[src/hw/rtl/mcpd_pkg.sv]
// shared constants for the multichannel phase-cut pwm dimmer
// no dependencies; used by multichannel_phase_cut_pwm_dimmer

package mcpd_pkg;

    localparam int CHANNELS_DEFAULT = 2;
    localparam int CHANNELS_MAX     = 16;

    localparam int FUNC_W   = 1;
    localparam int CHAN_W   = 8;
    localparam int BRIGHT_W = 8;
    localparam int MASK_W   = 2;
    localparam int LAMP_W   = 2;
    localparam int DELAY_W  = 10;

    localparam int S_DATA_W = 24;
    localparam int M_DATA_W = 8;

    localparam logic [DELAY_W-1:0]  PERIOD_END  = 10'd512;
    localparam logic [BRIGHT_W-1:0] FULL_BRIGHT = 8'd255;
    localparam logic [BRIGHT_W-1:0] ZERO_BRIGHT = 8'd0;

    typedef enum logic [FUNC_W-1:0] {
        FUNC_TICK = 1'b0,
        FUNC_SET  = 1'b1
    } func_t;

    typedef struct packed {
        logic [MASK_W-1:0]   enable_mask;
        logic [BRIGHT_W-1:0] brightness;
        logic [CHAN_W-1:0]   channel;
        func_t               func;
    } item_t;

endpackage

[src/hw/rtl/multichannel_phase_cut_pwm_dimmer.sv]
// multichannel phase-cut pwm dimmer, top level
// uses mcpd_pkg for widths, constants and the function code type
// two register stages: input register, then result register; a result waits while m_tready is low
// throughput: one item per cycle unless m_tready stalls; state update and compares are combinational
// reset: synchronous active-low aresetn clears counter, flags, lamps and m_tvalid, delays to 512

module multichannel_phase_cut_pwm_dimmer #(
    parameter int CHANNELS = mcpd_pkg::CHANNELS_DEFAULT
) (
    input  logic                          aclk,
    input  logic                          aresetn,
    input  logic                          s_tvalid,
    output logic                          s_tready,
    // channel[7:0], brightness[15:8], enable_mask[17:16], zero fill
    input  logic [mcpd_pkg::S_DATA_W-1:0] s_tdata,
    // func[0]
    input  logic [mcpd_pkg::FUNC_W-1:0]   s_tuser,
    output logic                          m_tvalid,
    input  logic                          m_tready,
    // lamp_outputs[1:0], full_on_flag[2], zero fill
    output logic [mcpd_pkg::M_DATA_W-1:0] m_tdata
);

    localparam int DW = mcpd_pkg::DELAY_W;

    logic                  in_valid_reg;
    mcpd_pkg::item_t       in_item_reg;
    logic                  out_valid_reg;
    logic [mcpd_pkg::LAMP_W-1:0] out_lamps_reg;
    logic                  out_flag_reg;

    logic [DW-1:0]         count_reg, count_next;
    logic [DW-1:0]         pending_reg [CHANNELS];
    logic [DW-1:0]         pending_next [CHANNELS];
    logic [DW-1:0]         latched_reg [CHANNELS];
    logic [DW-1:0]         latched_next [CHANNELS];
    logic [CHANNELS-1:0]   full_on_reg, full_on_next;
    logic [CHANNELS-1:0]   lamp_reg, lamp_next;

    logic                  advance;
    logic                  flag_next;
    logic [DW-1:0]         set_delay;
    logic [mcpd_pkg::MASK_W+CHANNELS-1:0] en_ext;
    logic [mcpd_pkg::LAMP_W+CHANNELS-1:0] lamp_ext;

    assign advance  = in_valid_reg && (!out_valid_reg || m_tready);
    assign s_tready = !in_valid_reg || advance;

    assign en_ext   = {{CHANNELS{1'b0}}, in_item_reg.enable_mask};
    assign lamp_ext = {{mcpd_pkg::LAMP_W{1'b0}}, lamp_next};

    assign set_delay = (in_item_reg.brightness == mcpd_pkg::ZERO_BRIGHT) ? mcpd_pkg::PERIOD_END
                     : mcpd_pkg::PERIOD_END - {1'b0, in_item_reg.brightness, 1'b0};

    always_comb begin
        count_next   = count_reg;
        pending_next = pending_reg;
        latched_next = latched_reg;
        full_on_next = full_on_reg;
        lamp_next    = lamp_reg;
        flag_next    = 1'b0;
        if (in_item_reg.func == mcpd_pkg::FUNC_TICK) begin
            if (count_reg >= mcpd_pkg::PERIOD_END) begin
                count_next = '0;
            end else begin
                count_next = count_reg + DW'(1);
            end
            for (int c = 0; c < CHANNELS; c++) begin
                if (count_next == mcpd_pkg::PERIOD_END) begin
                    if (!full_on_reg[c]) begin
                        lamp_next[c] = 1'b0;
                    end
                    latched_next[c] = pending_reg[c];
                end else if (latched_reg[c] == count_next && en_ext[c]) begin
                    lamp_next[c] = 1'b1;
                end
            end
        end else begin
            for (int c = 0; c < CHANNELS; c++) begin
                if (in_item_reg.channel == mcpd_pkg::CHAN_W'(c)) begin
                    if (in_item_reg.brightness == mcpd_pkg::FULL_BRIGHT) begin
                        full_on_next[c] = 1'b1;
                        pending_next[c] = mcpd_pkg::PERIOD_END;
                        if (en_ext[c]) begin
                            lamp_next[c] = 1'b1;
                        end
                    end else begin
                        full_on_next[c] = 1'b0;
                        pending_next[c] = set_delay;
                    end
                end
            end
        end
        for (int c = 0; c < CHANNELS; c++) begin
            if (in_item_reg.channel == mcpd_pkg::CHAN_W'(c)) begin
                flag_next = full_on_next[c];
            end
        end
    end

    always_ff @(posedge aclk) begin
        if (!aresetn) begin
            in_valid_reg  <= 1'b0;
            out_valid_reg <= 1'b0;
            count_reg     <= '0;
            full_on_reg   <= '0;
            lamp_reg      <= '0;
            for (int c = 0; c < CHANNELS; c++) begin
                pending_reg[c] <= mcpd_pkg::PERIOD_END;
                latched_reg[c] <= mcpd_pkg::PERIOD_END;
            end
        end else begin
            if (s_tready) begin
                in_valid_reg <= s_tvalid;
            end
            if (advance) begin
                out_valid_reg <= 1'b1;
                count_reg     <= count_next;
                pending_reg   <= pending_next;
                latched_reg   <= latched_next;
                full_on_reg   <= full_on_next;
                lamp_reg      <= lamp_next;
            end else if (m_tready) begin
                out_valid_reg <= 1'b0;
            end
        end
    end

    always_ff @(posedge aclk) begin
        if (s_tready && s_tvalid) begin
            in_item_reg.func        <= mcpd_pkg::func_t'(s_tuser);
            in_item_reg.channel     <= s_tdata[7:0];
            in_item_reg.brightness  <= s_tdata[15:8];
            in_item_reg.enable_mask <= s_tdata[17:16];
        end
        if (advance) begin
            out_lamps_reg <= lamp_ext[mcpd_pkg::LAMP_W-1:0];
            out_flag_reg  <= flag_next;
        end
    end

    assign m_tvalid = out_valid_reg;
    assign m_tdata  = {{(mcpd_pkg::M_DATA_W - mcpd_pkg::LAMP_W - 1){1'b0}},
                       out_flag_reg, out_lamps_reg};

endmodule
[config.mk]
export PLATFORM = sky130hd
export DESIGN_NAME = multichannel_phase_cut_pwm_dimmer
export DESIGN_NICKNAME = d
export VERILOG_FILES = /design/src/hw/rtl/mcpd_pkg.sv /design/src/hw/rtl/multichannel_phase_cut_pwm_dimmer.sv
export SDC_FILE = /design/constraint.sdc
export NUM_CORES = 1
export LEC_CHECK = 0
export ABC_AREA = 1
export BUFFER_PORTS_ARGS = -buffer_cell sky130_fd_sc_hd__buf_2
export CAP_MARGIN = 20
export CELL_PAD_IN_SITES_DETAIL_PLACEMENT = 1
export CELL_PAD_IN_SITES_GLOBAL_PLACEMENT = 2
export CORE_UTILIZATION = 37
export DETAILED_ROUTE_END_ITERATION = 8
export GPL_ROUTABILITY_DRIVEN = 0
export PLACE_DENSITY_LB_ADDON = 0.1
export SYNTH_ARGS = -nofsm -noshare
export SYNTH_HDL_FRONTEND = slang
export SYNTH_SLANG_ARGS = --single-unit
[constraint.sdc]
create_clock -name aclk -period 4.45 [get_ports aclk]
set_clock_uncertainty 0.15 [all_clocks]
set_input_delay 0.445 -clock aclk [delete_from_list [all_inputs] [get_ports aclk]]
set_output_delay 0.445 -clock aclk [all_outputs]
set_load 0.02 [all_outputs]
== Yosys cells after proc, flatten, opt, wreduce, memory -nomap -nowiden ==
Index checks and enable logic that the tools add are counted.

* Output and inout bits: 10
* Register bits: 78
* Word-level logic and storage cells: 64
* Bits of input ports: 29

* Reductions and logical operators: 15
* Eq/ne operators: 5
* Bitwise operators: 1
* Multiplexer cells: 25
* Add/sub/neg operators: 2
* Order comparisons: 1

{| class="wikitable"
|+ Operators by type and width
! operator !! number
|-
| $mux 10 || 4
|-
| $eq 10x10->1 || 2
|-
| $mux 1 || 19
|-
| $logic_not 8->1 || 2
|-
| $add 10x1->10 const B || 1
|-
| $eq 10x10->1 const B || 1
|-
| $ge 10x10->1 const B || 1
|-
| $sub 10x9->10 const A || 1
|-
| $reduce_and 3->1 || 3
|-
| $eq 8x1->1 const B || 1
|-
| $eq 8x8->1 const B || 1
|-
| $logic_and 1x1->1 || 4
|-
| $mux 2 || 2
|-
| $logic_not 1->1 || 2
|-
| $logic_or 1x1->1 || 2
|-
| $reduce_and 2->1 || 1
|-
| $reduce_bool 2->1 || 1
|-
| $not 1->1 || 1
|}

== Longest topological paths before layout ==
Gate-level depths: netlist of run 1.

* Depth in word-level cells: 8
* Depth in mapped cells: 16

== Worst setup path before layout of run 1 ==
OpenSTA, ideal clock, no wires.

* Path type: reg-to-reg
* Start: register count_reg[0]
* End: register latched_reg[11] (netlist bit)
* Period minus slack after synthesis: 1.911 ns
* Setup slack: 2.539 ns
* Stages on the path, launching flop included: 12
* Arrival time: 1.616 ns
* Buffers on the path: 1
* Cell sequence: dfxtp_1 > inv_2 > ha_1 > nand2_1 > nand3_1 > nor2_4 > inv_2 > nor2_4 > inv_2 > buf_2 > nor2_1 > a211oi_2

* Word-level cells in the longest chain between the ends: 5
* Elaborated cells on any way between the ends: 6
* Those cells by class: 1 x add/sub; 1 x order compare; 1 x eq/ne; 2 x mux; 1 x reduce/logical

{| class="wikitable"
|+ Ends and longest elaborated chain
! element !! RTL line !! text
|-
| start: declaration || multichannel_phase_cut_pwm_dimmer.sv:32 || <nowiki>logic [DW-1:0] count_reg, count_next;</nowiki>
|-
| start signal: assignment || multichannel_phase_cut_pwm_dimmer.sv:118 || <nowiki>count_reg <= count_next;</nowiki>
|-
| $add 10x1->10 or $ge 10x10->1 (tied branches) || multichannel_phase_cut_pwm_dimmer.sv:66, multichannel_phase_cut_pwm_dimmer.sv:63 ||
|-
| $mux 10 * || multichannel_phase_cut_pwm_dimmer.sv:63 || <nowiki>if (count_reg >= mcpd_pkg::PERIOD_END) begin</nowiki>
|-
| $mux 10 * || multichannel_phase_cut_pwm_dimmer.sv:62 || <nowiki>if (in_item_reg.func == mcpd_pkg::FUNC_TICK) begin</nowiki>
|-
| $eq 10x10->1 * || multichannel_phase_cut_pwm_dimmer.sv:69 || <nowiki>if (count_next == mcpd_pkg::PERIOD_END) begin</nowiki>
|-
| $reduce_and 3->1 (no source line) * || -- ||
|-
| end signal: indexed assignment || multichannel_phase_cut_pwm_dimmer.sv:110 || <nowiki>latched_reg[c] <= mcpd_pkg::PERIOD_END;</nowiki>
|-
| end signal: assignment || multichannel_phase_cut_pwm_dimmer.sv:120 || <nowiki>latched_reg <= latched_next;</nowiki>
|-
| end: declaration || multichannel_phase_cut_pwm_dimmer.sv:35 || <nowiki>logic [DW-1:0] latched_reg [CHANNELS];</nowiki>
|}

Every way passes the cells marked *; elsewhere a longest branch is shown, timed or not. The select of a mux whose other input is x is not followed.
A chain may end at the register's enable or synchronous reset.

== Worst setup path in the final report of run 1 ==
* Start: register count_reg[1]
* End: register latched_reg[15] (netlist bit)

The elaborated chain is that of the path after synthesis.

==> flow_metrics.py, run 1 <==
metrics = {
    "hold_path": {
        "hp-class": "in -> reg",
        "hold_depth": 1,
    },
    "setup_path": {
        "cpPeakStageDelay_ns": 0.49,
        "crit_path_top_delay_cell": "inv_2",
        "cp_top_family": "simple AND/OR/NAND/NOR gates",
        "r2r_slack_ns": 1.95,
        "crit_arrival_ns": 2.62,
        "r2r_cells": 11,
        "path_depth": 11,
        "cp_cell_sequence": "ha_1 -> inv_1 -> nand2_1 -> nand3_2 -> nand3_1 -> nor2_4 -> inv_2 -> nor2_4 -> inv_2 -> nor2_1 -> a211oi_2",
        "crit_path_end_kind": "flip-flop",
        "crit_fanout": 32,
        "cp_num_buf_inv": 3,
        "required_ns": 4.57,
        "critPathKind": "reg -> reg",
        "cp-start-kind": "flip-flop",
    },
    "placed_design": {
        "portBuffers": 27,
        "dpl.cell_count": 582,
        "post-dp-hpwl_um": 6398,
        "placed_cell_area_sq_mm": 0.003790,
    },
    "grt": {
        "globalRouteMet3Util_pct": 3.121,
        "busiest_layer": "met2",
        "grt_use_total_pct": 18.78,
        "antenna_found_initial": 0,
        "grtUsageMet2_pct": 31.45,
        "gr-usage-met1_pct": 24.47,
        "grt_max_degree": 33,
        "grt_pass1_vias": 2917,
        "grt_pass1_wl_um": 14530,
        "grt-ovfl-total": 0,
    },
    "synth": {
        "synth_fa_ha_area_share_pct": 1.393,
        "synth_compound_area_share_pct": 16.68,
        "syn_area_sq_mm": 0.003592,
        "synthSimpleGateAreaFrac_pct": 24.56,
        "synth_cell_types": 35,
        "synth_seq_cells": 74,
        "synth_xor_area_share_pct": 0.2438,
        "synth_top_family_by_area": "simple AND/OR/NAND/NOR gates",
        "synthCells": 441,
        "ys_seq_area_share_pct": 47.37,
        "synth.area.mux_share_pct": 0,
        "yosys_warnings": 0,
        "syn_avg_cell_area_sq_um": 8.146,
    },
    "clocking": {
        "numCtsBuffers": 9,
        "clockRootBuffer": "clkbuf_8",
        "cts_htree_levels": 3,
        "postCtsSetupBuffers": 0,
        "cts_buffer_depth": 2,
        "clk_pin_slew_ns": 0.08,
        "tritoncts": "yes",
        "clock_latency_ns": 0.34,
        "cts.sinks": 74,
        "ctsHoldBuffers": 0,
        "cts_resized": 0,
    },
    "floorplan": {
        "die_w_um": 100.5,
        "die-area_sq_mm": 0.01011,
        "initial_utilization_pct": 38.51,
        "pin_count": 39,
        "rows": 35,
        "core_sq_mm": 0.009328,
        "die_height_um": 100.5,
    },
    "sta": {
        "hold_viol": 0,
        "grt_setup_unrepaired": "no",
        "max-slew-margin-rel_pct": 53.28,
        "period_minus_slack_ns": 2.498,
        "maxSlewViolCount": 0,
        "tns_ns": 0,
        "fin_crit_sh_pct": 56.13,
        "setup_violations": 0,
        "tightestPinTransition_ns": 0.7000,
        "max_freq_mhz": 400.3,
    },
    "route": {
        "routed_via_density": 4.836,
        "drcViolationCount": 0,
        "num_vias": 2897,
        "ant_nets": 0,
        "dr.pass1.iters": 4,
        "drt_first_iter_violations": 94,
        "finalWirelength_um": 8531,
        "route.detailed.wl_per_inst_um": 14.24,
    },
    "pwr": {
        "powerDensity_mw_per_mm2": 348.6,
        "power_mw": 1.404,
        "peakVddDrop_v": 0.0001706,
        "p_leak_nw": 1.682,
    },
    "status": {
        "outcome": "finished clean",
    },
    "finish": {
        "final_area_sq_mm": 0.004028,
        "stdcell_count": 599,
        "diodes": 0,
        "nets": 498,
        "area_growth_pct": 12.12,
        "fillers": 1166,
        "multi_input_area_sq_mm": 0.001559,
        "seq_area_sq_mm": 0.001702,
        "drive_above_1_share_pct": 16.38,
    },
    "job": {
        "cap_viol_max_count": 0,
    },
}
-- worst paths after layout --
path | startpoint | endpoint
setup / recovery | count_reg[1] | latched_reg[15]
setup reg to reg | count_reg[1] | latched_reg[15]
hold / removal | s_tdata[2] | in_item_reg[3]
hold reg to reg | pending_reg[9] | pending_reg[9]
-- placed cells by master (no fill, tap or decap) --
cell type  count
buf_4          1
o211ai_1       3
o311ai_0       1
o21ai_1        2
clkinv_4       1
edfxtp_1      22
o211a_1        1
conb_1         5
inv_2          4
o21bai_1       2
clkbuf_8       9
a21oi_1       33
or2_2          1
nand4_1       15
or2_1          1
nor3_1         4
bufinv_16      2
a22oi_1        1
nand3_1       31
clkbuf_1       2
inv_1         56
nand3_4        1
nor2_2         3
nor2_4         4
clkinv_2       2
xor2_1         1
a211oi_2      16
dfxtp_1       52
nor3b_1        1
nand2_2        3
nand2_1       76
ha_1           4
nor4_1         3
o21ai_0       32
nor2_1        45
buf_16         1
buf_2         27
nand3_2        2
-- kinds of logic after synthesis --
| family | count (synthesis) |
|---|---|
| flops | 74 |
| simple gates | 190 |
| other cells | 1 |
| compound gates | 91 |
| fa+ha+maj | 4 |
| xor+xnor | 1 |
| buf+inv | 80 |
-- synth_stat cells --
cell | instances | share of area (%)
nand2_1 | 76 | 7.9
inv_1 | 56 | 5.9
dfxtp_1 | 52 | 29
nor2_1 | 45 | 4.7
a21oi_1 | 33 | 4.6
o21ai_0 | 32 | 4.5
nand3_1 | 31 | 4.3
edfxtp_1 | 22 | 18
a211oi_2 | 16 | 5.6
nand4_1 | 15 | 2.6
buf_4 | 7 | 1.5
clkbuf_1 | 6 | 0.63
buf_2 | 4 | 0.56
ha_1 | 4 | 1.4
inv_2 | 4 | 0.42
nor2_4 | 4 | 1.3
nor3_1 | 4 | 0.56
nand2_2 | 3 | 0.52
nor2_2 | 3 | 0.52
nor4_1 | 3 | 0.52
o211ai_1 | 3 | 0.63
buf_6 | 2 | 0.63
nand3_2 | 2 | 0.56
o21ai_1 | 2 | 0.28
o21bai_1 | 2 | 0.42
a22oi_1 | 1 | 0.21
buf_1 | 1 | 0.10
conb_1 | 1 | 0.10
nand3_4 | 1 | 0.49
nor3b_1 | 1 | 0.21
o211a_1 | 1 | 0.28
o311ai_0 | 1 | 0.24
or2_1 | 1 | 0.17
or2_2 | 1 | 0.17
xor2_1 | 1 | 0.24
-- final cells by class --
class	instances	share of cell area [%]
Clock buffer	11	3.262
Clock inverter	5	1.957
Inverter	60	5.592
Multi-Input combinational cell	291	38.71
Sequential cell	74	42.25
Tap cell	129	4.007
Timing Repair Buffer	29	4.225
-- metrics by stage --
stage	utilization [%]	hold slack (ns)	setup WS, ns
6_report	43.18	0.1219	1.952
3_5_place_dp	40.63	0.3194	1.918
4_1_cts	42.88	0.1025	1.891
2_1_floorplan	-	0.2861	2.539
5_1_grt	43.18	0.09595	1.717
3_3_place_gp	40.63	0.3086	1.999
-- metal layers --
layer / up-vias / part of all wire (%)
li1: 1512 / -
met1: 1346 / 50
met2: 32 / 47
met3: 7 / 1.9
met4: 0 / 0.94
met5: - / 0
-- report_power, final --
group          switching [mW]  total [mW]  internal, mW
registers              0.0154       0.730         0.715
clock network           0.256       0.572         0.316
logic                  0.0695       0.103        0.0330
Note: power is estimated with default switching activity, not from simulation.
==> inputs of run 2 (changes only) <==
--- a/config.mk
+++ b/config.mk
@@ -5,12 +5,12 @@
 export SDC_FILE = /design/constraint.sdc
 export NUM_CORES = 1
 export LEC_CHECK = 0
-export ABC_AREA = 1
+export ABC_AREA = 0
 export BUFFER_PORTS_ARGS = -buffer_cell sky130_fd_sc_hd__buf_2
 export CAP_MARGIN = 20
 export CELL_PAD_IN_SITES_DETAIL_PLACEMENT = 1
 export CELL_PAD_IN_SITES_GLOBAL_PLACEMENT = 2
-export CORE_UTILIZATION = 37
+export CORE_UTILIZATION = 38
 export DETAILED_ROUTE_END_ITERATION = 8
 export GPL_ROUTABILITY_DRIVEN = 0
 export PLACE_DENSITY_LB_ADDON = 0.1
==> constraint.sdc (replaced) <==
create_clock -name aclk -period 2.49 [get_ports aclk]
set_clock_uncertainty 0.15 [all_clocks]
set_input_delay 0.249 -clock aclk [delete_from_list [all_inputs] [get_ports aclk]]
set_output_delay 0.249 -clock aclk [all_outputs]
set_load 0.02 [all_outputs]
==> run 2 against run 1 <==
Flip-flop and latch count unchanged. Fmax is 4.5% higher. Count of clock-buffer cells in the layout is 1 lower. Via count is 2.0% lower. Synthesized cell count decreased by 15%. Clock power grew 45%. Non-clock buffer count rose by 44. Sequential power up 77%. Critical path type unchanged.
==> flow_metrics.py, run 2 <==
metrics = {
    "pwr": {
        "p_seq_share_pct": 56.5,
        "power_mw": 2.285,
        "p_sw_uw": 576.9,
        "clockPowerShare_pct": 36.3,
        "peakVddDrop_v": 0.0002929,
        "powerDensity_mw_per_mm2": 500.9,
        "combPwrFrac_pct": 7.2,
        "p_leak_nw": 1.722,
        "switching_share_pct": 25.25,
        "p_int_mw": 1.708,
    },
    "route": {
        "drcViolationCount": 0,
        "drt_first_iter_violations": 58,
        "route.detailed.wl_per_inst_um": 15.20,
        "routed_via_density": 4.903,
        "ant_nets": 0,
        "finalWirelength_um": 8800,
        "num_vias": 2839,
        "dr.pass1.iters": 4,
    },
    "sta": {
        "whs_ns": 0.09535,
        "fin_crit_sh_pct": 96.02,
        "max-slew-margin-rel_pct": 46.70,
        "tns_ns": 0,
        "setup_violations": 0,
        "layout_setup_ws_ns": 0.09908,
        "maxSlewViolCount": 0,
        "hold_viol": 0,
        "period_minus_slack_ns": 2.391,
        "max_freq_mhz": 418.2,
        "grt_setup_unrepaired": "no",
        "tightestPinTransition_ns": 0.7995,
    },
    "synth": {
        "synth_cell_types": 59,
        "async_flop_share_pct": 0,
        "synth_ff_type": "dfxtp_1",
        "synthCells": 376,
        "synth_area_leaders": "dfxtp_1 (28%), edfxtp_1 (17%), mux2i_1 (7.4%), nor2b_1 (5.8%), nand2_1 (3.6%)",
        "yosys_warnings": 0,
        "post-synth-top-count-cell": "dfxtp_1",
        "syn_area_sq_mm": 0.003779,
        "ys_seq_area_share_pct": 45.03,
        "synth_seq_cells": 74,
        "synth_top_area_cell": "dfxtp_1",
        "synth-edff-count": 22,
        "synth_common_cells": "dfxtp_1 (52), nand2_1 (36), nor2b_1 (35)",
        "syn_avg_cell_area_sq_um": 10.05,
        "yosysTopAreaCellShare_pct": 27.55,
    },
    "setup_path": {
        "critPathKind": "reg -> reg",
        "cp-start-kind": "flip-flop",
        "r2r_slack_ns": 0.1,
        "endpoint": "out_lamps_reg[0]",
        "r2r_start": "count_reg[2]",
        "r2r-end": "out_lamps_reg[0]",
        "crit_path_end_kind": "flip-flop",
        "crit_arrival_ns": 2.41,
        "r2r_cells": 6,
        "startpoint": "count_reg[2]",
        "crit_fanout": 8,
        "required_ns": 2.51,
    },
    "clocking": {
        "postCtsSetupBuffers": 0,
        "numCtsBuffers": 9,
        "clockRootBuffer": "clkbuf_8",
        "cts.sinks": 74,
        "clk_pin_slew_ns": 0.08,
        "cts_buffer_depth": 2,
        "tritoncts": "yes",
        "cts_htree_levels": 3,
        "clock_latency_ns": 0.35,
    },
    "floorplan": {
        "die_w_um": 101.7,
        "die-area_sq_mm": 0.01035,
        "die_height_um": 101.7,
        "pin_count": 39,
        "rows": 36,
        "initial_utilization_pct": 39.02,
        "core_sq_mm": 0.009684,
    },
    "grt": {
        "antenna_found_initial": 0,
        "grt_pass1_wl_um": 14230,
        "grt_use_total_pct": 18.26,
        "grt_max_degree": 34,
        "grt_pass1_vias": 2835,
        "grt-ovfl-total": 0,
    },
    "finish": {
        "fillers": 1107,
        "area_growth_pct": 20.70,
        "utilization_pct": 47.09,
        "stdcell_count": 579,
        "multi_input_area_sq_mm": 0.001927,
        "seq_area_sq_mm": 0.001705,
        "final_cell_mix": "dfxtp_1 (49), nand2_1 (36), nor2b_1 (35), mux2i_1 (28), buf_2 (27)",
        "drive_above_1_share_pct": 19.96,
        "final_area_sq_mm": 0.004561,
        "nets": 474,
        "diodes": 0,
        "layout_commonest_cell": "dfxtp_1",
    },
    "placed_design": {
        "post-dp-hpwl_um": 6205,
        "placed_cell_area_sq_mm": 0.004153,
        "place_ws_ns": 0.03518,
        "dpl.cell_count": 543,
        "portBuffers": 27,
    },
    "job": {
        "cap_viol_max_count": 0,
    },
    "status": {
        "outcome": "finished clean",
    },
    "hold_path": {
        "hp-class": "in -> reg",
    },
}
run 2: changes by cell type after synthesis, sizes merged, moves of 15 or more:
cell   previous run  this run
inv              60        10
nand2            79        37
nor2             52        15
nor2b             0        35
mux2i             0        29
nand3            34        11
a21oi            33        15
and2              0        15
run 2: metal layers:
metal  global-route usage, %  up-vias  share of wire [%]
li1                        -     1447                  -
met1                   23.00     1346                 47
met2                   31.08       37                 49
met3                   3.658        9                1.9
met4                   6.243        0                1.4
met5                       0        -                  0
run 2: cell families (layout without fill, tap and decap cells):
logic type	after synthesis	count (layout)	synth area share, %
AND/OR/NAND/NOR	151	151	24.83
flip-flops	74	74	45.03
AO/OA/AOI/OAI	69	69	11.79
buffers and inverters	33	99	5.298
multiplexers	29	29	7.781
XOR/XNOR	15	15	3.841
adder cells (fa/ha/maj)	4	4	1.325
other	1	5	0.09924
run 2: timing repair:
| action | CTS | global route |
|---|---|---|
| gates resized for setup | 1 | 8 |
| pin swaps | 0 | 4 |
| setup endpoints to repair | 1 | 4 |
| hold buffers | 20 | 0 |
| hold endpoints to repair | 20 | 0 |
run 2: critical path: stages, from the launching register on:
cell and delay (ns):
dfxtp_1 0.56, nand2_1 0.17, or3_1 0.38, a2111oi_1 0.41
a41o_1 0.19, o2111ai_2 0.19, o21ai_0 0.16
run 2: power by group through the flow:
stage          clock, mW  sequential, mW  combinational [mW]
6_report           0.829            1.29               0.164
5_1_grt            0.917            1.29               0.183
4_1_cts            0.859            1.29               0.163
3_5_place_dp           0            1.32               0.139
3_3_place_gp           0            1.32               0.135
2_1_floorplan          0            1.32              0.0919
run 2: worst min-delay path by stage:
stage	start	endpoint	slack, ns	cells after the start
floorplan	s_tdata[16]	en_ext[0]	0.20	0
global placement	s_tdata[3]	in_item_reg[4]	0.28	1
detailed placement	s_tdata[9]	in_item_reg[10]	0.28	1
CTS	m_tready	m_tvalid	0.08	3
global route	m_tready	m_tvalid	0.1	3
finish	m_tready	m_tvalid	0.1	3
run 2: cell type report:
class | count | share of cell area (%)
clock buffer | 10 | 2.798
clock inverter | 6 | 0.9054
inverter | 10 | 0.8230
multi-input combinational | 273 | 42.25
sequential | 74 | 37.39
tap | 133 | 3.649
timing repair buffer | 73 | 12.18
